[config.mk]
export PLATFORM = sky130hd
export DESIGN_NAME = hop_frame_scheduler_flat
export DESIGN_NICKNAME = d
export VERILOG_FILES = /design/src/hw/rtl/hfs_pkg.sv /design/src/hw/rtl/hfs_in_if.sv /design/src/hw/rtl/hfs_out_if.sv /design/src/hw/rtl/hfs_cfg_if.sv /design/src/hw/rtl/hfs_ram.sv /design/src/hw/rtl/hop_frame_scheduler.sv /design/src/flat_wrapper.sv
export SDC_FILE = /design/constraint.sdc
export NUM_CORES = 1
export LEC_CHECK = 0
export BUFFER_PORTS_ARGS = -buffer_cell sky130_fd_sc_hd__buf_2
export CAP_MARGIN = 20
export CORE_MARGIN = 4
export CORE_UTILIZATION = 61
export CTS_BUF_LIST = sky130_fd_sc_hd__clkbuf_16
export DETAILED_ROUTE_END_ITERATION = 10
export GPL_ROUTABILITY_DRIVEN = 1
export PLACE_DENSITY = 0.8
export SYNTH_ARGS = -nofsm -noshare
export SYNTH_HDL_FRONTEND = slang
export SYNTH_SLANG_ARGS = --single-unit
[constraint.sdc]
create_clock -name clk -period 3.3 [get_ports clk]
set_input_delay 0.33 -clock clk [delete_from_list [all_inputs] [get_ports clk]]
set_output_delay 0.33 -clock clk [all_outputs]
set_load 0.005 [all_outputs]
[src/hw/rtl/hfs_pkg.sv]
// Shared types, widths and constants of the hop frame scheduler.
// No dependencies; every other file of the block except hfs_ram imports this package.
package hfs_pkg;

  localparam int unsigned TABLE_DEPTH_DEF = 40;

  localparam int unsigned TS_W     = 32;
  localparam int unsigned PERIOD_W = 17;
  localparam int unsigned FPH_W    = 8;
  localparam int unsigned CHUSE_W  = 6;
  localparam int unsigned FPS_W    = 7;
  localparam int unsigned NPKT_W   = 2;
  localparam int unsigned MODE_W   = 2;
  localparam int unsigned BYTE_W   = 8;
  localparam int unsigned IDX_W    = 6;
  localparam int unsigned CHAN_W   = 7;
  localparam int unsigned SEEN_W   = 4;
  localparam int unsigned RATE_W   = 10;
  localparam int unsigned HOPB_W   = 3;
  localparam int unsigned CFG_IDX_W  = 3;
  localparam int unsigned CFG_DATA_W = 17;
  localparam int unsigned POSCMP_W   = 7;

  localparam logic [RATE_W-1:0]   COUNT_MAX       = 10'd1023;
  localparam logic [PERIOD_W-1:0] PERIOD_RST      = 17'd10000;
  localparam logic [FPH_W-1:0]    FPH_RST         = 8'd1;
  localparam logic [CHUSE_W-1:0]  CHUSE_RST       = 6'd40;
  localparam logic [FPS_W-1:0]    FPS_RST         = 7'd100;
  localparam logic [NPKT_W-1:0]   NPKT_RST        = 2'd1;

  typedef enum logic [MODE_W-1:0] {
    MODE_TIME = 2'd0,
    MODE_RX   = 2'd1,
    MODE_PASS = 2'd2,
    MODE_LOAD = 2'd3
  } mode_t;

  typedef enum logic [CFG_IDX_W-1:0] {
    REG_FRAME_PERIOD = 3'd0,
    REG_FRAMES_HOP   = 3'd1,
    REG_CHANNELS     = 3'd2,
    REG_FRAMES_SEC   = 3'd3,
    REG_SEND_COUNT   = 3'd4
  } reg_idx_t;

  // Kind of result burst held in the emit stage.
  typedef enum logic [1:0] {
    KIND_NOT_DUE = 2'd0,
    KIND_FRAME   = 2'd1,
    KIND_PASS    = 2'd2
  } kind_t;

  typedef struct packed {
    logic                frame_ready;
    logic [NPKT_W-1:0]   packet_number;
    logic [BYTE_W-1:0]   header_byte;
    logic [CHAN_W-1:0]   send_channel;
    logic                last_item;
    logic [SEEN_W-1:0]   seen_mask;
    logic [RATE_W-1:0]   rate_per_second;
    logic                second_tick;
  } result_t;

endpackage

[src/hw/rtl/hfs_in_if.sv]
// Input item channel of the hop frame scheduler.
// Depends on hfs_pkg for field widths.
interface hfs_in_if;
  import hfs_pkg::*;

  logic              valid;
  logic              ready;
  logic [MODE_W-1:0] mode;
  logic [TS_W-1:0]   timestamp;
  logic [BYTE_W-1:0] first_byte;
  logic [IDX_W-1:0]  entry_index;
  logic [CHAN_W-1:0] entry_channel;

  modport source (output valid, mode, timestamp, first_byte, entry_index, entry_channel,
                  input ready);
  modport sink   (input valid, mode, timestamp, first_byte, entry_index, entry_channel,
                  output ready);
endinterface

[src/hw/rtl/hfs_out_if.sv]
// Result channel of the hop frame scheduler.
// Depends on hfs_pkg for field widths.
interface hfs_out_if;
  import hfs_pkg::*;

  logic              valid;
  logic              ready;
  logic              frame_ready;
  logic [NPKT_W-1:0] packet_number;
  logic [BYTE_W-1:0] header_byte;
  logic [CHAN_W-1:0] send_channel;
  logic              last_item;
  logic [SEEN_W-1:0] seen_mask;
  logic [RATE_W-1:0] rate_per_second;
  logic              second_tick;

  modport source (output valid, frame_ready, packet_number, header_byte, send_channel,
                  last_item, seen_mask, rate_per_second, second_tick, input ready);
  modport sink   (input valid, frame_ready, packet_number, header_byte, send_channel,
                  last_item, seen_mask, rate_per_second, second_tick, output ready);
endinterface

[src/hw/rtl/hfs_cfg_if.sv]
// Configuration write channel of the hop frame scheduler.
// Depends on hfs_pkg for index and data widths.
interface hfs_cfg_if;
  import hfs_pkg::*;

  logic                  valid;
  logic                  ready;
  logic [CFG_IDX_W-1:0]  index;
  logic [CFG_DATA_W-1:0] data;

  modport source (output valid, index, data, input ready);
  modport sink   (input valid, index, data, output ready);
endinterface

[src/hw/rtl/hfs_ram.sv]
// Generic single-write, single-read RAM with a registered read port.
// No dependencies.
module hfs_ram #(
  parameter int unsigned WIDTH = 8,
  parameter int unsigned DEPTH = 16,
  parameter int unsigned AW    = (DEPTH > 1) ? $clog2(DEPTH) : 1
) (
  input  logic             clk,
  input  logic             we,
  input  logic [AW-1:0]    waddr,
  input  logic [WIDTH-1:0] wdata,
  input  logic             re,
  input  logic [AW-1:0]    raddr,
  output logic [WIDTH-1:0] rdata
);
  logic [WIDTH-1:0] mem [DEPTH];
  logic [WIDTH-1:0] rdata_r;

  always_ff @(posedge clk) begin
    if (we) begin
      mem[waddr] <= wdata;
    end
    if (re) begin
      rdata_r <= mem[raddr];
    end
  end

  assign rdata = rdata_r;
endmodule

[src/hw/rtl/hop_frame_scheduler.sv]
// Top level of the hop frame scheduler: frame timer, hop stepping, receive
// statistics and channel table. Depends on hfs_pkg, the three channel
// interfaces and hfs_ram.
//
//   Channel   Direction  Transfer carries
//   in_ch     sink       mode, timestamp, first_byte, entry_index, entry_channel
//   out_ch    source     one result: frame/header fields or pass statistics
//   cfg_ch    sink       register index and write data, always ready
//
// An item that yields at most one result is taken every cycle while the
// result port does not stall; its result passes through the emit stage into
// the output register, where it is held. A due frame with N send packets
// hands out N headers, one per cycle while the port does not stall, and the
// next item is taken in the cycle in which the last header moves into the
// output register. The channel table read is registered with the emit stage.
// Reset (rst_n low, synchronous) restores register defaults and clears all
// scheduler state; the channel table is not cleared and must be loaded.
// A stalled result port holds its result and, once the emit stage is full,
// holds in_ch.ready low.
module hop_frame_scheduler #(
  parameter int unsigned TABLE_DEPTH = hfs_pkg::TABLE_DEPTH_DEF
) (
  input  logic       clk,
  input  logic       rst_n,
  hfs_in_if.sink     in_ch,
  hfs_out_if.source  out_ch,
  hfs_cfg_if.sink    cfg_ch
);
  import hfs_pkg::*;

  localparam int unsigned POS_W = (TABLE_DEPTH > 1) ? $clog2(TABLE_DEPTH) : 1;
  localparam logic [POSCMP_W-1:0] DEPTH_CMP = POSCMP_W'(TABLE_DEPTH);

  // Configuration registers.
  logic [PERIOD_W-1:0] frame_period_r;
  logic [FPH_W-1:0]    frames_per_hop_r;
  logic [CHUSE_W-1:0]  channels_in_use_r;
  logic [FPS_W-1:0]    frames_per_second_r;
  logic [NPKT_W-1:0]   send_count_r;

  // Scheduler state.
  logic [TS_W-1:0]   frame_end_r;
  logic              end_wrapped_r;
  logic [FPH_W-1:0]  hop_count_r;
  logic [POS_W-1:0]  chan_pos_r;
  logic [FPS_W-1:0]  frame_in_sec_r;
  logic [RATE_W-1:0] rx_count_r;
  logic [RATE_W-1:0] last_rate_r;
  logic [SEEN_W-1:0] seen_r;

  // Emit stage: one accepted item whose results are being handed out.
  logic              s1_valid_r;
  kind_t             s1_kind_r;
  logic [NPKT_W-1:0] s1_n_r;
  logic [NPKT_W-1:0] s1_k_r;
  logic [HOPB_W-1:0] s1_hop_r;
  logic [SEEN_W-1:0] s1_seen_r;
  logic [RATE_W-1:0] s1_rate_r;
  logic              s1_tick_r;

  // Output register.
  logic    out_valid_r;
  result_t out_r;
  result_t res_nxt;

  logic [CHAN_W-1:0] ram_rdata;
  logic              ram_we;
  logic              ram_re;

  logic out_free;
  logic s1_last;
  logic s1_emit;
  logic in_ready;
  logic in_fire;
  mode_t in_mode;

  logic [TS_W-1:0] ts_cmp;
  logic [TS_W-1:0] end_cmp;
  logic            due;
  logic [TS_W:0]   end_sum;

  logic [FPH_W-1:0]    hop_inc;
  logic                hop_roll;
  logic [POS_W:0]      pos_inc;
  logic [POSCMP_W-1:0] pos_inc_cmp;
  logic                pos_wrap;
  logic [FPS_W-1:0]    fis_inc;
  logic                sec_close;
  logic                load_ok;

  assign in_mode = mode_t'(in_ch.mode);

  // The emit stage hands one result to the output register whenever that
  // register is empty or being drained in this cycle.
  assign out_free = !out_valid_r || out_ch.ready;
  assign s1_last  = (s1_kind_r != KIND_FRAME) || (s1_n_r == '0) ||
                    ((s1_k_r + NPKT_W'(1)) == s1_n_r);
  assign s1_emit  = s1_valid_r && out_free;
  assign in_ready = !s1_valid_r || (s1_emit && s1_last);
  assign in_fire  = in_ch.valid && in_ready;

  assign in_ch.ready  = in_ready;
  assign cfg_ch.ready = 1'b1;

  // Once the end has wrapped, both sides are moved down by half range,
  // which amounts to flipping their top bits.
  assign ts_cmp  = {in_ch.timestamp[TS_W-1] ^ end_wrapped_r, in_ch.timestamp[TS_W-2:0]};
  assign end_cmp = {frame_end_r[TS_W-1] ^ end_wrapped_r, frame_end_r[TS_W-2:0]};
  assign due     = !(ts_cmp < end_cmp);
  assign end_sum = {1'b0, frame_end_r} + (TS_W+1)'(frame_period_r);

  // Hop counter and table position step; the position wraps at the smaller
  // of the configured channel count and the table depth.
  assign hop_inc     = hop_count_r + FPH_W'(1);
  assign hop_roll    = hop_inc >= frames_per_hop_r;
  assign pos_inc     = {1'b0, chan_pos_r} + (POS_W+1)'(1);
  assign pos_inc_cmp = POSCMP_W'(pos_inc);
  assign pos_wrap    = (pos_inc_cmp >= POSCMP_W'(channels_in_use_r)) ||
                       (pos_inc_cmp >= DEPTH_CMP);

  assign fis_inc   = frame_in_sec_r + FPS_W'(1);
  assign sec_close = fis_inc >= frames_per_second_r;

  assign load_ok = POSCMP_W'(in_ch.entry_index) < DEPTH_CMP;
  assign ram_we  = in_fire && (in_mode == MODE_LOAD) && load_ok;
  assign ram_re  = in_fire && (in_mode == MODE_TIME) && due;

  // The table read for a due frame is issued at the transfer; its data is
  // held by the RAM until the next due frame, which cannot be taken before
  // the current burst has emitted its last header.
  hfs_ram #(
    .WIDTH (CHAN_W),
    .DEPTH (TABLE_DEPTH),
    .AW    (POS_W)
  ) u_table (
    .clk   (clk),
    .we    (ram_we),
    .waddr (in_ch.entry_index[POS_W-1:0]),
    .wdata (in_ch.entry_channel),
    .re    (ram_re),
    .raddr (chan_pos_r),
    .rdata (ram_rdata)
  );

  // Configuration writes.
  always_ff @(posedge clk) begin
    if (!rst_n) begin
      frame_period_r      <= PERIOD_RST;
      frames_per_hop_r    <= FPH_RST;
      channels_in_use_r   <= CHUSE_RST;
      frames_per_second_r <= FPS_RST;
      send_count_r        <= NPKT_RST;
    end else if (cfg_ch.valid) begin
      case (cfg_ch.index)
        REG_FRAME_PERIOD: frame_period_r      <= cfg_ch.data[PERIOD_W-1:0];
        REG_FRAMES_HOP:   frames_per_hop_r    <= cfg_ch.data[FPH_W-1:0];
        REG_CHANNELS:     channels_in_use_r   <= cfg_ch.data[CHUSE_W-1:0];
        REG_FRAMES_SEC:   frames_per_second_r <= cfg_ch.data[FPS_W-1:0];
        REG_SEND_COUNT:   send_count_r        <= cfg_ch.data[NPKT_W-1:0];
        default: begin
        end
      endcase
    end
  end

  // Scheduler state, updated at the transfer of each item.
  always_ff @(posedge clk) begin
    if (!rst_n) begin
      frame_end_r    <= '0;
      end_wrapped_r  <= 1'b0;
      hop_count_r    <= '0;
      chan_pos_r     <= '0;
      frame_in_sec_r <= '0;
      rx_count_r     <= '0;
      last_rate_r    <= '0;
      seen_r         <= '0;
    end else if (in_fire) begin
      case (in_mode)
        MODE_TIME: begin
          if (due) begin
            frame_end_r   <= end_sum[TS_W-1:0];
            end_wrapped_r <= end_sum[TS_W];
            if (hop_roll) begin
              hop_count_r <= '0;
              chan_pos_r  <= pos_wrap ? '0 : pos_inc[POS_W-1:0];
            end else begin
              hop_count_r <= hop_inc;
            end
          end
        end
        MODE_RX: begin
          seen_r <= seen_r | (SEEN_W'(1) << in_ch.first_byte[1:0]);
          if (rx_count_r != COUNT_MAX) begin
            rx_count_r <= rx_count_r + RATE_W'(1);
          end
        end
        MODE_PASS: begin
          seen_r <= '0;
          if (sec_close) begin
            frame_in_sec_r <= '0;
            last_rate_r    <= rx_count_r;
            rx_count_r     <= '0;
          end else begin
            frame_in_sec_r <= fis_inc;
          end
        end
        default: begin
        end
      endcase
    end
  end

  // Emit stage control. A new item only enters when the stage is empty or
  // is handing out its last result in the same cycle.
  always_ff @(posedge clk) begin
    if (!rst_n) begin
      s1_valid_r <= 1'b0;
      s1_k_r     <= '0;
    end else begin
      if (in_fire && (in_mode == MODE_TIME || in_mode == MODE_PASS)) begin
        s1_valid_r <= 1'b1;
        s1_k_r     <= '0;
      end else if (s1_emit) begin
        if (s1_last) begin
          s1_valid_r <= 1'b0;
        end else begin
          s1_k_r <= s1_k_r + NPKT_W'(1);
        end
      end
    end
  end

  // Emit stage payload, captured with the state as it stands before the update.
  always_ff @(posedge clk) begin
    if (in_fire) begin
      s1_kind_r <= (in_mode == MODE_PASS) ? KIND_PASS : (due ? KIND_FRAME : KIND_NOT_DUE);
      s1_n_r    <= send_count_r;
      s1_hop_r  <= hop_count_r[HOPB_W-1:0];
      s1_seen_r <= seen_r;
      s1_rate_r <= sec_close ? rx_count_r : last_rate_r;
      s1_tick_r <= sec_close;
    end
  end

  // Result of the current emit step.
  always_comb begin
    res_nxt = '0;
    case (s1_kind_r)
      KIND_NOT_DUE: begin
        res_nxt.last_item = 1'b1;
      end
      KIND_FRAME: begin
        res_nxt.frame_ready  = 1'b1;
        res_nxt.send_channel = ram_rdata;
        res_nxt.last_item    = s1_last;
        // With zero send packets a single result goes out without a header.
        if (s1_n_r != '0) begin
          res_nxt.packet_number = s1_k_r;
          res_nxt.header_byte   = {s1_hop_r, 3'b000, s1_k_r};
        end
      end
      KIND_PASS: begin
        res_nxt.last_item       = 1'b1;
        res_nxt.seen_mask       = s1_seen_r;
        res_nxt.rate_per_second = s1_rate_r;
        res_nxt.second_tick     = s1_tick_r;
      end
      default: begin
        res_nxt.last_item = 1'b1;
      end
    endcase
  end

  // Output register.
  always_ff @(posedge clk) begin
    if (!rst_n) begin
      out_valid_r <= 1'b0;
    end else if (out_free) begin
      out_valid_r <= s1_valid_r;
    end
  end

  always_ff @(posedge clk) begin
    if (s1_emit) begin
      out_r <= res_nxt;
    end
  end

  assign out_ch.valid           = out_valid_r;
  assign out_ch.frame_ready     = out_r.frame_ready;
  assign out_ch.packet_number   = out_r.packet_number;
  assign out_ch.header_byte     = out_r.header_byte;
  assign out_ch.send_channel    = out_r.send_channel;
  assign out_ch.last_item       = out_r.last_item;
  assign out_ch.seen_mask       = out_r.seen_mask;
  assign out_ch.rate_per_second = out_r.rate_per_second;
  assign out_ch.second_tick     = out_r.second_tick;

endmodule

[src/flat_wrapper.sv]
// flat-port wrapper written by rule: the top's interface ports become plain ports
module hop_frame_scheduler_flat import hfs_pkg::*;
#(
  parameter int unsigned TABLE_DEPTH = hfs_pkg::TABLE_DEPTH_DEF
)
  (clk, rst_n, in_ch_valid, in_ch_mode, in_ch_timestamp, in_ch_first_byte, in_ch_entry_index, in_ch_entry_channel, in_ch_ready, out_ch_valid, out_ch_frame_ready, out_ch_packet_number, out_ch_header_byte, out_ch_send_channel, out_ch_last_item, out_ch_seen_mask, out_ch_rate_per_second, out_ch_second_tick, out_ch_ready, cfg_ch_valid, cfg_ch_index, cfg_ch_data, cfg_ch_ready);
  hfs_in_if in_ch_i ();
  hfs_out_if out_ch_i ();
  hfs_cfg_if cfg_ch_i ();
  input  logic clk;
  input  logic rst_n;
  input wire logic [$bits(in_ch_i.valid)-1:0] in_ch_valid;
  input wire logic [$bits(in_ch_i.mode)-1:0] in_ch_mode;
  input wire logic [$bits(in_ch_i.timestamp)-1:0] in_ch_timestamp;
  input wire logic [$bits(in_ch_i.first_byte)-1:0] in_ch_first_byte;
  input wire logic [$bits(in_ch_i.entry_index)-1:0] in_ch_entry_index;
  input wire logic [$bits(in_ch_i.entry_channel)-1:0] in_ch_entry_channel;
  output wire logic [$bits(in_ch_i.ready)-1:0] in_ch_ready;
  output wire logic [$bits(out_ch_i.valid)-1:0] out_ch_valid;
  output wire logic [$bits(out_ch_i.frame_ready)-1:0] out_ch_frame_ready;
  output wire logic [$bits(out_ch_i.packet_number)-1:0] out_ch_packet_number;
  output wire logic [$bits(out_ch_i.header_byte)-1:0] out_ch_header_byte;
  output wire logic [$bits(out_ch_i.send_channel)-1:0] out_ch_send_channel;
  output wire logic [$bits(out_ch_i.last_item)-1:0] out_ch_last_item;
  output wire logic [$bits(out_ch_i.seen_mask)-1:0] out_ch_seen_mask;
  output wire logic [$bits(out_ch_i.rate_per_second)-1:0] out_ch_rate_per_second;
  output wire logic [$bits(out_ch_i.second_tick)-1:0] out_ch_second_tick;
  input wire logic [$bits(out_ch_i.ready)-1:0] out_ch_ready;
  input wire logic [$bits(cfg_ch_i.valid)-1:0] cfg_ch_valid;
  input wire logic [$bits(cfg_ch_i.index)-1:0] cfg_ch_index;
  input wire logic [$bits(cfg_ch_i.data)-1:0] cfg_ch_data;
  output wire logic [$bits(cfg_ch_i.ready)-1:0] cfg_ch_ready;
  assign in_ch_i.valid = in_ch_valid;
  assign in_ch_i.mode = in_ch_mode;
  assign in_ch_i.timestamp = in_ch_timestamp;
  assign in_ch_i.first_byte = in_ch_first_byte;
  assign in_ch_i.entry_index = in_ch_entry_index;
  assign in_ch_i.entry_channel = in_ch_entry_channel;
  assign in_ch_ready = in_ch_i.ready;
  assign out_ch_valid = out_ch_i.valid;
  assign out_ch_frame_ready = out_ch_i.frame_ready;
  assign out_ch_packet_number = out_ch_i.packet_number;
  assign out_ch_header_byte = out_ch_i.header_byte;
  assign out_ch_send_channel = out_ch_i.send_channel;
  assign out_ch_last_item = out_ch_i.last_item;
  assign out_ch_seen_mask = out_ch_i.seen_mask;
  assign out_ch_rate_per_second = out_ch_i.rate_per_second;
  assign out_ch_second_tick = out_ch_i.second_tick;
  assign out_ch_i.ready = out_ch_ready;
  assign cfg_ch_i.valid = cfg_ch_valid;
  assign cfg_ch_i.index = cfg_ch_index;
  assign cfg_ch_i.data = cfg_ch_data;
  assign cfg_ch_ready = cfg_ch_i.ready;
  hop_frame_scheduler #(.TABLE_DEPTH(TABLE_DEPTH)) u_core (.clk(clk), .rst_n(rst_n), .in_ch(in_ch_i), .out_ch(out_ch_i), .cfg_ch(cfg_ch_i));
endmodule
==> flow_metrics.py, run 1 <==
metrics = {
    "finish": {
        "finish.net_count": 1832,
        "final_cell_count_no_fill": 2156,
        "layout-drive-gt1-share_pct": 20.5,
        "num_antenna_cells": 0,
        "area_growth_pct": 14.5,
    },
    "timing": {
        "timing.max_slew.rel_slack_pct": 29.7,
        "rsz0062_at_grt": "no",
        "timing.final.crit_share_pct": 92.5,
        "finClkSkew_ns": 0.0169,
        "tightestPinTransition_ns": 1.05,
        "drv_slew": 0,
        "layout_min_cycle_time_ns": 3.05,
        "setup_viol": 0,
        "tightest_hold_margin_ns": 0.0156,
        "hold_violations": 0,
        "fmax_ghz": 0.328,
        "setup_tns_ns": 0,
    },
    "global_routing": {
        "grt_start_max_net_pins": 75,
        "grt_usage_pct": 24.1,
        "grt_antenna_before_repair": 0,
        "first_global_vias": 13200,
        "first_pass_grt_wire_length_um": 69800,
        "grt.overflow.total": 0,
    },
    "pwr": {
        "power.switching_mw": 2.61,
        "seq_power_share_pct": 50.4,
        "power.internal_mw": 9.88,
        "power_density_over_cell_area_nw_per_um2": 532,
        "clockPowerShare_pct": 44.7,
        "sw_frac_of_total_pct": 20.9,
        "power.leakage_nw": 8.22,
        "power.combinational.fraction_pct": 4.9,
        "vdd.ir_drop.worst_mv": 0.527,
    },
    "logic_synthesis": {
        "ys.flop_type": "edfxtp_1",
        "synth-edff-count": 338,
        "netlist_area_um2": 20500,
        "avgSynthCellArea_um2": 13.4,
        "synth_seq_area_share_pct": 61.5,
        "ys_ff_latch": 460,
        "ys.warnings.count": 0,
        "synthArstFlopShare_pct": 0,
        "syn-instance-count": 1528,
        "netlist-cell-type-count": 70,
    },
    "clock_network": {
        "insertion_delay_ns": 0.56,
        "cts.root.buffer_cell": "clkbuf_16",
        "cts_sinks": 460,
        "tritoncts": "done",
        "ctsHtreeMaxLevel": 2,
        "cts.reportedPaths.clkPinSlew_ns": 0.06,
        "cts-buffers-inserted": 47,
        "maximum_count_of_clock_buffers_along_a_single_path": 3,
    },
    "floorplan": {
        "placeableCoreArea_um2": 32900,
        "placement_rows": 66,
        "design.die.area_um2": 36600,
        "start_util_pct": 62.3,
        "die_x_um": 191,
        "io-pin-count": 117,
        "floorplan.die.height_um": 191,
    },
    "worst_setup_path": {
        "worstPathArrival_ns": 3.49,
        "crit_required_ns": 3.73,
        "largest_fanout_on_the_critical_path": 41,
        "reg2reg_setup_slack_ns": 0.25,
        "critical_path_class": "flop to flop",
        "worstSetupEndpointType": "flop",
        "crit_path_start_kind": "flop",
    },
    "status": {
        "status": "completed",
    },
    "placed_design": {
        "placedCellCount": 2061,
        "gp_congestion": 0.857,
        "hpwlAfterDp_um": 28700,
        "port_buffers": 106,
    },
    "drt": {
        "drcViolationCount": 0,
        "drt-total-wl_um": 44000,
        "drt_pre_antenna_iters": 5,
        "route.detailed.wl_per_inst_um": 20.4,
        "drt_first_iter_violations": 1118,
        "route.detailed.vias_per_inst": 6.08,
        "detailroute.via_count": 13100,
        "detail-route-antenna-nets": 0,
    },
    "min_path": {
        "hold_path_class": "input pin to flop",
    },
    "run": {
        "max_cap_viol_count": 0,
    },
}
## registers in the layout, indices dropped and copies added, names as in the netlist, 3 cells and up
| register | flops |
|---|---|
| u_core.s1_rate_r | 10 |
| u_core.seen_r | 4 |
| u_core.frame_period_r | 17 |
| u_core.frames_per_hop_r | 8 |
| u_core.rx_count_r | 10 |
| u_core.hop_count_r | 8 |
| u_core.last_rate_r | 10 |
| u_core.frame_in_sec_r | 7 |
| u_core.out_ch.rate_per_second | 10 |
| u_core.channels_in_use_r | 6 |
| u_core.s1_seen_r | 4 |
| u_core.out_ch.seen_mask | 4 |
| u_core.out_ch.header_byte | 5 |
| u_core.u_table.mem | 280 |
| u_core.frames_per_second_r | 7 |
| u_core.out_ch.send_channel | 7 |
| u_core.s1_hop_r | 3 |
| u_core.chan_pos_r | 6 |
| u_core.u_table.rdata | 7 |
| u_core.frame_end_r | 32 |
## routing by layer
layer  track usage [%]  share of wire [%]  wire [µm]
met1              32.4                 41      18000
met2              42.0                 51      22500
met3              3.21                5.8       2540
met4              6.13                2.2        971
met5                 0                  0          0
## worst paths after layout
path / to / cells after the start / start
setup / recovery: u_core.hop_count_r[6] / 11 / u_core.frame_end_r[30]
hold / removal: u_core.frame_period_r[14] / 3 / cfg_ch_data[14]
hold reg to reg: u_core.s1_seen_r[3] / 0 / u_core.seen_r[3]
setup reg to reg: u_core.hop_count_r[6] / 11 / u_core.frame_end_r[30]
## kinds of logic (layout without fill, tap and decap cells)
| kind of cell | Yosys count | in the layout | synth area share, % |
|---|---|---|---|
| flip-flops | 460 | 460 | 61.5 |
| AND/OR/NAND/NOR | 437 | 437 | 10.6 |
| AO/OA/AOI/OAI | 272 | 272 | 8.46 |
| buffers and inverters | 141 | 325 | 2.89 |
| multiplexers | 110 | 110 | 10.6 |
| adder cells (fa/ha/maj) | 77 | 77 | 4.74 |
| XOR/XNOR | 29 | 29 | 1.28 |
| other | 2 | 4 | 0.0367 |
## cells in the mapped netlist, types with 6 or more instances
library cell	count	area [µm²]
or4_1	14	105
o21a_1	8	60.1
buf_4	8	60.1
ha_1	76	951
mux2_2	10	113
o211a_1	10	100
o211ai_1	10	75.1
edfxtp_1	338	10100
a211oi_1	13	97.6
o31ai_1	17	128
nor2_1	83	312
mux4_2	84	1890
o2111ai_1	10	87.6
buf_2	15	75.1
a31oi_1	6	37.5
clkbuf_1	39	146
and3_1	12	75.1
inv_1	68	255
nand2b_1	24	150
o21ai_0	34	170
buf_1	7	26.3
and2_1	42	263
nand3b_1	7	52.6
a21oi_1	117	586
nor3_1	10	50.1
nor2b_1	9	56.3
nand3_1	40	200
o22ai_1	8	50.1
xnor2_1	23	201
dfxtp_1	122	2440
a21o_1	7	52.6
nand4_1	10	62.6
nand2_1	147	552
mux2i_1	16	160
or3_1	17	106
## power by group through the flow
stage,sequential (mW),combinational [mW],clock (mW)
floorplan,6.41,0.360,0
global placement,6.42,0.573,0
detailed placement,6.42,0.598,0
CTS,6.30,0.609,5.65
global route,6.30,0.681,5.89
finish,6.29,0.614,5.58
## placed cells by master (no fill, tap or decap), types with 8 or more instances in the layout
cell type / n
o22ai_1: 8
clkinv_2: 10
buf_2: 106
o2111ai_1: 10
or3_1: 17
nor3_1: 10
mux4_2: 84
ha_1: 75
nor2b_1: 9
nand4_1: 10
inv_1: 77
o31ai_1: 17
o21ai_0: 33
edfxtp_1: 338
o211a_1: 10
mux2_2: 10
buf_4: 52
nand3_1: 40
a211oi_1: 13
o211ai_1: 10
nand2b_1: 24
or4_1: 14
xnor2_1: 23
nand2_1: 146
mux2i_1: 16
nor2_1: 83
bufinv_16: 9
and3_1: 12
clkbuf_16: 48
o21a_1: 8
a21oi_1: 117
dfxtp_1: 120
and2_1: 42
## stage by stage
stage / util, % / instance area [µm²] / setup slack [ns] / power [mW]
after floorplan: - / 20500 / 0.290 / 6.77
after global placement: 66.1 / 21700 / 0.270 / 6.99
after detailed placement: 66.1 / 21700 / 0.139 / 7.02
after CTS: 71.2 / 23400 / 0.108 / 12.6
after global routing: 71.4 / 23500 / 0.0392 / 12.9
final: 71.4 / 23500 / 0.247 / 12.5
## cell type report
class                           count  area [µm²]
Clock inverter                     40         449
Timing Repair Buffer              167        1070
Multi-Input combinational cell    929        7320
Inverter                           70         263
Sequential cell                   460       12600
Tap cell                          442         553
Fill cell                        2181        9420
Clock buffer                       48        1200
## critical path: stages, from the launching register on
cell      delay (ns)
dfxtp_1         0.29
inv_1           0.14
ha_1            0.29
or3b_1          0.17
a21oi_1         0.05
nor3_1          0.46
a311o_1         0.28
o21a_2          0.48
clkinv_1        0.22
buf_12          0.23
nand2_1         0.19
o22ai_1         0.11
## repair_timing
action | CTS | global route
resized for setup | 0 | 3
hold endpoints to repair | 3 | 0
hold buffers | 3 | 0
setup buffers | 0 | 4
endpoints found under the setup margin | 0 | 11
Power figures use the tool's default switching activity.
==> inputs of run 2 (changes only) <==
CORE_UTILIZATION = 64   (was 61)
CTS_BUF_LIST = sky130_fd_sc_hd__clkbuf_8   (was sky130_fd_sc_hd__clkbuf_16)
PLACE_DENSITY = 0.83   (was 0.8)
clock period = 3.9 ns   (was 3.3 ns; I/O delays follow)
==> run 2 against run 1 <==
Compared with the run above:
- critical path depth decreased by 2
- cell count decreased by 1.5%
- critical path type unchanged
- largest power group unchanged
- total power decreased by 20%
- count of clock-buffer cells in the layout increased by 29
- routed wire length decreased by 2.5%
- clock skew increased by 0.035 ns
==> flow_metrics.py, run 2 (synthesis gave the netlist of run 1 again) <==
metrics = {
    "placed_design": {
        "gp_congestion": 0.894,
        "hpwlAfterDp_um": 28000,
        "placedCellCount": 1987,
        "port_buffers": 106,
        "placed_cell_area_um2": 21400,
    },
    "pwr": {
        "power.switching_mw": 2.23,
        "sw_frac_of_total_pct": 22.5,
        "power.internal_mw": 7.70,
        "power_density_over_cell_area_nw_per_um2": 434,
        "power.combinational.fraction_pct": 5.1,
        "seq_power_share_pct": 53.7,
        "power.leakage_nw": 7.99,
        "vdd.ir_drop.worst_mv": 0.359,
        "clockPowerShare_pct": 41.2,
    },
    "finish": {
        "layout_common_cells": "338 x edfxtp_1, 147 x nand2_1, 120 x dfxtp_1",
        "final_cell_count_no_fill": 2124,
        "largest_register_ff_count": 280,
        "num_antenna_cells": 0,
        "post_route_cell_area_um2": 22900,
        "largest_registers": "u_core.u_table.mem (280), u_core.frame_end_r (32), u_core.frame_period_r (17)",
        "postLayoutCoreUtil_pct": 72.6,
        "finish.net_count": 1822,
        "layout-drive-gt1-share_pct": 19.7,
        "max_flop_register": "u_core.u_table.mem",
        "layout.filler_cells": 2001,
        "area_growth_pct": 11.8,
        "most_common_cell_after_layout_fill_and_taps_aside": "edfxtp_1",
    },
    "timing": {
        "setup_tns_ns": 0,
        "fmax_ghz": 0.300,
        "layout_min_cycle_time_ns": 3.34,
        "setup_viol": 0,
        "drv_slew": 0,
        "hold_violations": 0,
        "timing.final.crit_share_pct": 85.5,
        "timing.max_slew.rel_slack_pct": 37.3,
        "tightestPinTransition_ns": 0.939,
        "finClkSkew_ns": 0.0515,
        "rsz0062_at_grt": "no",
    },
    "global_routing": {
        "met2_usage_grt_pct": 40.8,
        "grt.overflow.total": 0,
        "global_route.usage.met1_pct": 33.5,
        "grt_antenna_before_repair": 0,
        "busiest_layer": "met2",
        "first_pass_grt_wire_length_um": 69200,
        "grt_start_max_net_pins": 64,
        "global_route.usage.met3_pct": 4.46,
        "first_global_vias": 13200,
        "grt_usage_pct": 24.5,
    },
    "clock_network": {
        "cts_repair_resize_count": 0,
        "ctsHtreeMaxLevel": 3,
        "insertion_delay_ns": 0.63,
        "cts_sinks": 460,
        "hold_buffers": 3,
        "maximum_count_of_clock_buffers_along_a_single_path": 3,
        "cts-buffers-inserted": 74,
        "post_cts_setup_inserts": 0,
        "cts.reportedPaths.clkPinSlew_ns": 0.06,
        "tritoncts": "done",
        "cts.root.buffer_cell": "clkbuf_8",
    },
    "floorplan": {
        "start_util_pct": 64.9,
        "placement_rows": 65,
        "die_x_um": 187,
        "placeableCoreArea_um2": 31600,
        "design.die.area_um2": 34900,
        "floorplan.die.height_um": 187,
        "io-pin-count": 117,
    },
    "status": {
        "status": "completed",
    },
    "drt": {
        "detailroute.via_count": 13100,
        "drt_pre_antenna_iters": 7,
        "route.detailed.vias_per_inst": 6.17,
        "drcViolationCount": 0,
        "route.detailed.wl_per_inst_um": 20.2,
        "drt_first_iter_violations": 1139,
        "detail-route-antenna-nets": 0,
        "drt-total-wl_um": 42900,
    },
    "worst_setup_path": {
        "crit_required_ns": 4.37,
        "largest_fanout_on_the_critical_path": 20,
        "worstSetupEndpointType": "flop",
        "critical_path_class": "flop to flop",
        "crit_path_start_kind": "flop",
        "worstPathArrival_ns": 3.81,
        "r2r.worst_path.cells": 9,
    },
    "run": {
        "max_cap_viol_count": 0,
    },
    "min_path": {
        "min_path_cells": 3,
        "hold_path_class": "input pin to flop",
    },
}
run 2: cell types whose count changed in the layout (fill, tap and decap cells not counted), sizes merged:
cell / change
buf: -37
bufinv: -4
clkbuf: +29
clkinv: +8
clkinvlp: -1
inv: +13
run 2: layer usage:
layer	wire [µm]	vias up
met2	21400	572
met5	0	-
met1	17500	6372
li1	-	6078
met3	3130	89
met4	954	0
run 2: through the flow:
stage               setup WS, ns  power, mW  hold WS [ns]
CTS                        0.560       10.0       0.00381
finish                     0.565       9.93        0.0319
global placement           0.687       5.90         0.414
detailed placement         0.597       5.93         0.415
global route               0.115       10.3        0.0257
floorplan                  0.890       5.73         0.408
run 2: critical path, cell delays in order, from the launching register on:
cell       delay [ns]
dfxtp_4          0.59
ha_1             0.35
nand3_1          0.19
xnor2_1          0.20
ha_1             0.30
a21o_1           0.16
a2111oi_0        0.38
o21ai_0          0.33
or3_1            0.45
o41ai_1          0.27
run 2: area by class of cell:
class	count	area, µm²	area share (%)
inverters	70	263	1.15
multi-input cells	929	7310	31.9
well taps	402	503	2.20
clock buffers	77	1060	4.63
flip-flops and latches	460	12600	55.0
clock inverters	56	423	1.85
repair buffers	130	741	3.23
run 2: worst paths after layout:
check	to	slack [ns]	startpoint
worst min-delay path	u_core.frame_period_r[9]	0.03	cfg_ch_data[9]
worst max register to register	u_core.chan_pos_r[3]	0.56	u_core.chan_pos_r[0]
worst max-delay path	u_core.chan_pos_r[3]	0.56	u_core.chan_pos_r[0]
worst min register to register	u_core.s1_seen_r[1]	0.40	u_core.seen_r[1]
run 2: power groups by stage:
stage | logic (mW) | clock network (mW) | registers (mW)
final | 0.504 | 4.10 | 5.33
after CTS | 0.503 | 4.17 | 5.33
after floorplan | 0.305 | 0 | 5.42
after global placement | 0.473 | 0 | 5.43
after global routing | 0.557 | 4.42 | 5.34
after detailed placement | 0.497 | 0 | 5.44
==> inputs of run 3 (changes only) <==
CORE_ASPECT_RATIO = 1.4   (was default)
==> run 3 against run 2 <==
Compared with the run above:
- maximum frequency rose by 2.0%
- non-clock buffer count grew 2
- die area is 0.12% higher
- first-iteration DRC count fell by 8.5%
- clock power fell by 12%
- total power down 4.8%
- cell count fell by 0.71%
- routed wire length about the same
- register-to-register slack gained 0.07 ns
- cell area shrank 0.91%
- critical path type unchanged
- critical endpoint is now u_core.hop_count_r[6]
- largest power group unchanged
==> flow_metrics.py, run 3 (synthesis gave the netlist of run 1 again) <==
metrics = {
    "clock_network": {
        "maximum_count_of_clock_buffers_along_a_single_path": 3,
        "ctsHtreeMaxLevel": 3,
        "cts-buffers-inserted": 69,
        "cts_sinks": 460,
        "cts.reportedPaths.clkPinSlew_ns": 0.06,
        "cts_repair_resize_count": 0,
        "insertion_delay_ns": 0.60,
        "post_cts_setup_inserts": 0,
        "cts.root.buffer_cell": "clkbuf_8",
        "hold_buffers": 3,
        "tritoncts": "done",
    },
    "timing": {
        "layout_min_cycle_time_ns": 3.27,
        "hold_violations": 0,
        "setup_tns_ns": 0,
        "drv_slew": 0,
        "setup_viol": 0,
        "timing.final.crit_share_pct": 83.8,
        "timing.max_slew.rel_slack_pct": 43.6,
        "finClkSkew_ns": 0.0275,
        "tightestPinTransition_ns": 0.843,
        "tightest_hold_margin_ns": 0.0463,
        "rsz0062_at_grt": "no",
        "fmax_ghz": 0.306,
    },
    "global_routing": {
        "grt_antenna_before_repair": 0,
        "grt_usage_pct": 25.0,
        "first_global_vias": 13200,
        "first_pass_grt_wire_length_um": 69000,
        "grt.overflow.total": 0,
        "grt_start_max_net_pins": 77,
    },
    "floorplan": {
        "start_util_pct": 64.8,
        "io-pin-count": 117,
        "design.die.area_um2": 35000,
        "placement_rows": 77,
        "placeableCoreArea_um2": 31600,
        "die_x_um": 159,
        "floorplan.die.height_um": 220,
    },
    "min_path": {
        "hold_path_class": "input pin to flop",
        "worst_hold_path.endpoint": "u_core.frame_period_r[14]",
        "timing.hold.worst.start": "cfg_ch_data[14]",
        "min_path_cells": 3,
    },
    "worst_setup_path": {
        "largest_fanout_on_the_critical_path": 17,
        "crit-reg2reg-capture": "u_core.hop_count_r[6]",
        "r2r.worst_path.cells": 11,
        "crit_chain": "inv_1 -> ha_1 -> nand3_1 -> nor3_1 -> a22oi_1 -> a311o_1 -> o21a_2 -> clkinv_1 -> buf_4 -> nand2_1 -> o22ai_1",
        "critical_path_class": "flop to flop",
        "worstPathArrival_ns": 3.74,
        "delay_of_the_slowest_cell_on_the_worst_path_ns": 0.49,
        "worst_r2r_startpoint": "u_core.frame_end_r[29]",
        "worstSetupEndpointType": "flop",
        "path_delay_family": "compound AO/OA/AOI/OAI gates",
        "crit_required_ns": 4.37,
        "reg2reg_setup_slack_ns": 0.63,
        "crit_slowest_cell": "clkinv_1",
        "crit_path_start_kind": "flop",
        "critical_path.n_buffers_inverters": 3,
    },
    "finish": {
        "largest_register_ff_count": 280,
        "layout_common_cells": "338 x edfxtp_1, 147 x nand2_1, 120 x dfxtp_1",
        "num_antenna_cells": 0,
        "layout-drive-gt1-share_pct": 19.3,
        "area_growth_pct": 10.7,
        "largest_registers": "u_core.u_table.mem (280), u_core.frame_end_r (32), u_core.frame_period_r (17)",
        "most_common_cell_after_layout_fill_and_taps_aside": "edfxtp_1",
        "finish.net_count": 1819,
        "max_flop_register": "u_core.u_table.mem",
    },
    "drt": {
        "drt-total-wl_um": 42900,
        "drcViolationCount": 0,
        "route.detailed.vias_per_inst": 6.18,
        "route.detailed.wl_per_inst_um": 20.4,
        "detailroute.via_count": 13000,
        "drt_first_iter_violations": 1042,
        "drt_pre_antenna_iters": 5,
        "detail-route-antenna-nets": 0,
    },
    "pwr": {
        "seq_power_share_pct": 56.3,
        "vdd.ir_drop.worst_mv": 0.438,
        "power.leakage_nw": 7.90,
        "power.combinational.fraction_pct": 5.4,
        "clockPowerShare_pct": 38.3,
        "power.internal_mw": 7.32,
        "sw_frac_of_total_pct": 22.6,
        "power_density_over_cell_area_nw_per_um2": 417,
        "power.switching_mw": 2.14,
    },
    "placed_design": {
        "hpwlAfterDp_um": 28700,
        "port_buffers": 106,
        "gp_congestion": 0.886,
    },
    "run": {
        "max_cap_viol_count": 0,
    },
    "status": {
        "status": "completed",
    },
}
## run 3: cell count changes in the layout (fill, tap and decap cells not counted)
cell,previous run,this run
bufinv_16,5,0
buf_2,107,106
clkinv_8,3,0
buf_4,18,20
clkinv_2,11,8
clkinvlp_4,0,2
inv_12,1,0
clkbuf_2,0,1
## run 3: worst reg2reg max path: stages, from the launching register on
cell,delay (ns)
dfxtp_1,0.34
inv_1,0.09
ha_1,0.31
nand3_1,0.20
nor3_1,0.08
a22oi_1,0.33
a311o_1,0.26
o21a_2,0.36
clkinv_1,0.49
buf_4,0.36
nand2_1,0.20
o22ai_1,0.12
## run 3: power groups by stage
| stage | Clock [mW] | Combinational (mW) | Sequential (mW) |
|---|---|---|---|
| detailed placement | 0 | 0.503 | 5.43 |
| global route | 3.95 | 0.562 | 5.33 |
| global placement | 0 | 0.478 | 5.43 |
| CTS | 3.70 | 0.509 | 5.33 |
| floorplan | 0 | 0.305 | 5.42 |
| finish | 3.62 | 0.509 | 5.33 |
## run 3: routing by layer
layer	part of all wire (%)	GRT usage [%]	up-vias
met1	37	29.8	6360
met4	2.9	9.81	0
li1	-	-	6075
met5	0	0	-
met2	54	45.8	500
met3	6.1	3.93	99
## run 3: layout make-up
cell class	count	area (µm²)
clock buffers	77	1060
clock inverters	46	208
fillers	2064	8910
inverters	70	263
multi-input cells	929	7310
flip-flops and latches	460	12600
well taps	395	494
repair buffers	132	756
## run 3: worst max-delay path by stage
stage | cells past startpoint | slack (ns) | end | from
floorplan | 10 | 0.89 | u_core.chan_pos_r[4] | u_core.chan_pos_r[2]
global placement | 11 | 0.66 | u_core.hop_count_r[6] | in_ch_timestamp[30]
CTS | 9 | 0.65 | u_core.chan_pos_r[3] | u_core.chan_pos_r[0]
finish | 11 | 0.63 | u_core.hop_count_r[6] | u_core.frame_end_r[29]
global route | 11 | 0.31 | u_core.hop_count_r[6] | u_core.frame_end_r[27]
detailed placement | 11 | 0.57 | u_core.hop_count_r[6] | in_ch_timestamp[30]
## run 3: metrics by stage
stage / util, % / std cells / instance area [µm²] / setup WS (ns) / power (mW)
2_1_floorplan: - / 1530 / 20500 / 0.890 / 5.73
3_3_place_gp: 67.7 / 1982 / 21400 / 0.658 / 5.90
3_5_place_dp: 67.7 / 1982 / 21400 / 0.574 / 5.93
4_1_cts: 71.8 / 2108 / 22700 / 0.646 / 9.53
5_1_grt: 71.8 / 2109 / 22700 / 0.313 / 9.84
6_report: 71.8 / 2109 / 22700 / 0.631 / 9.46
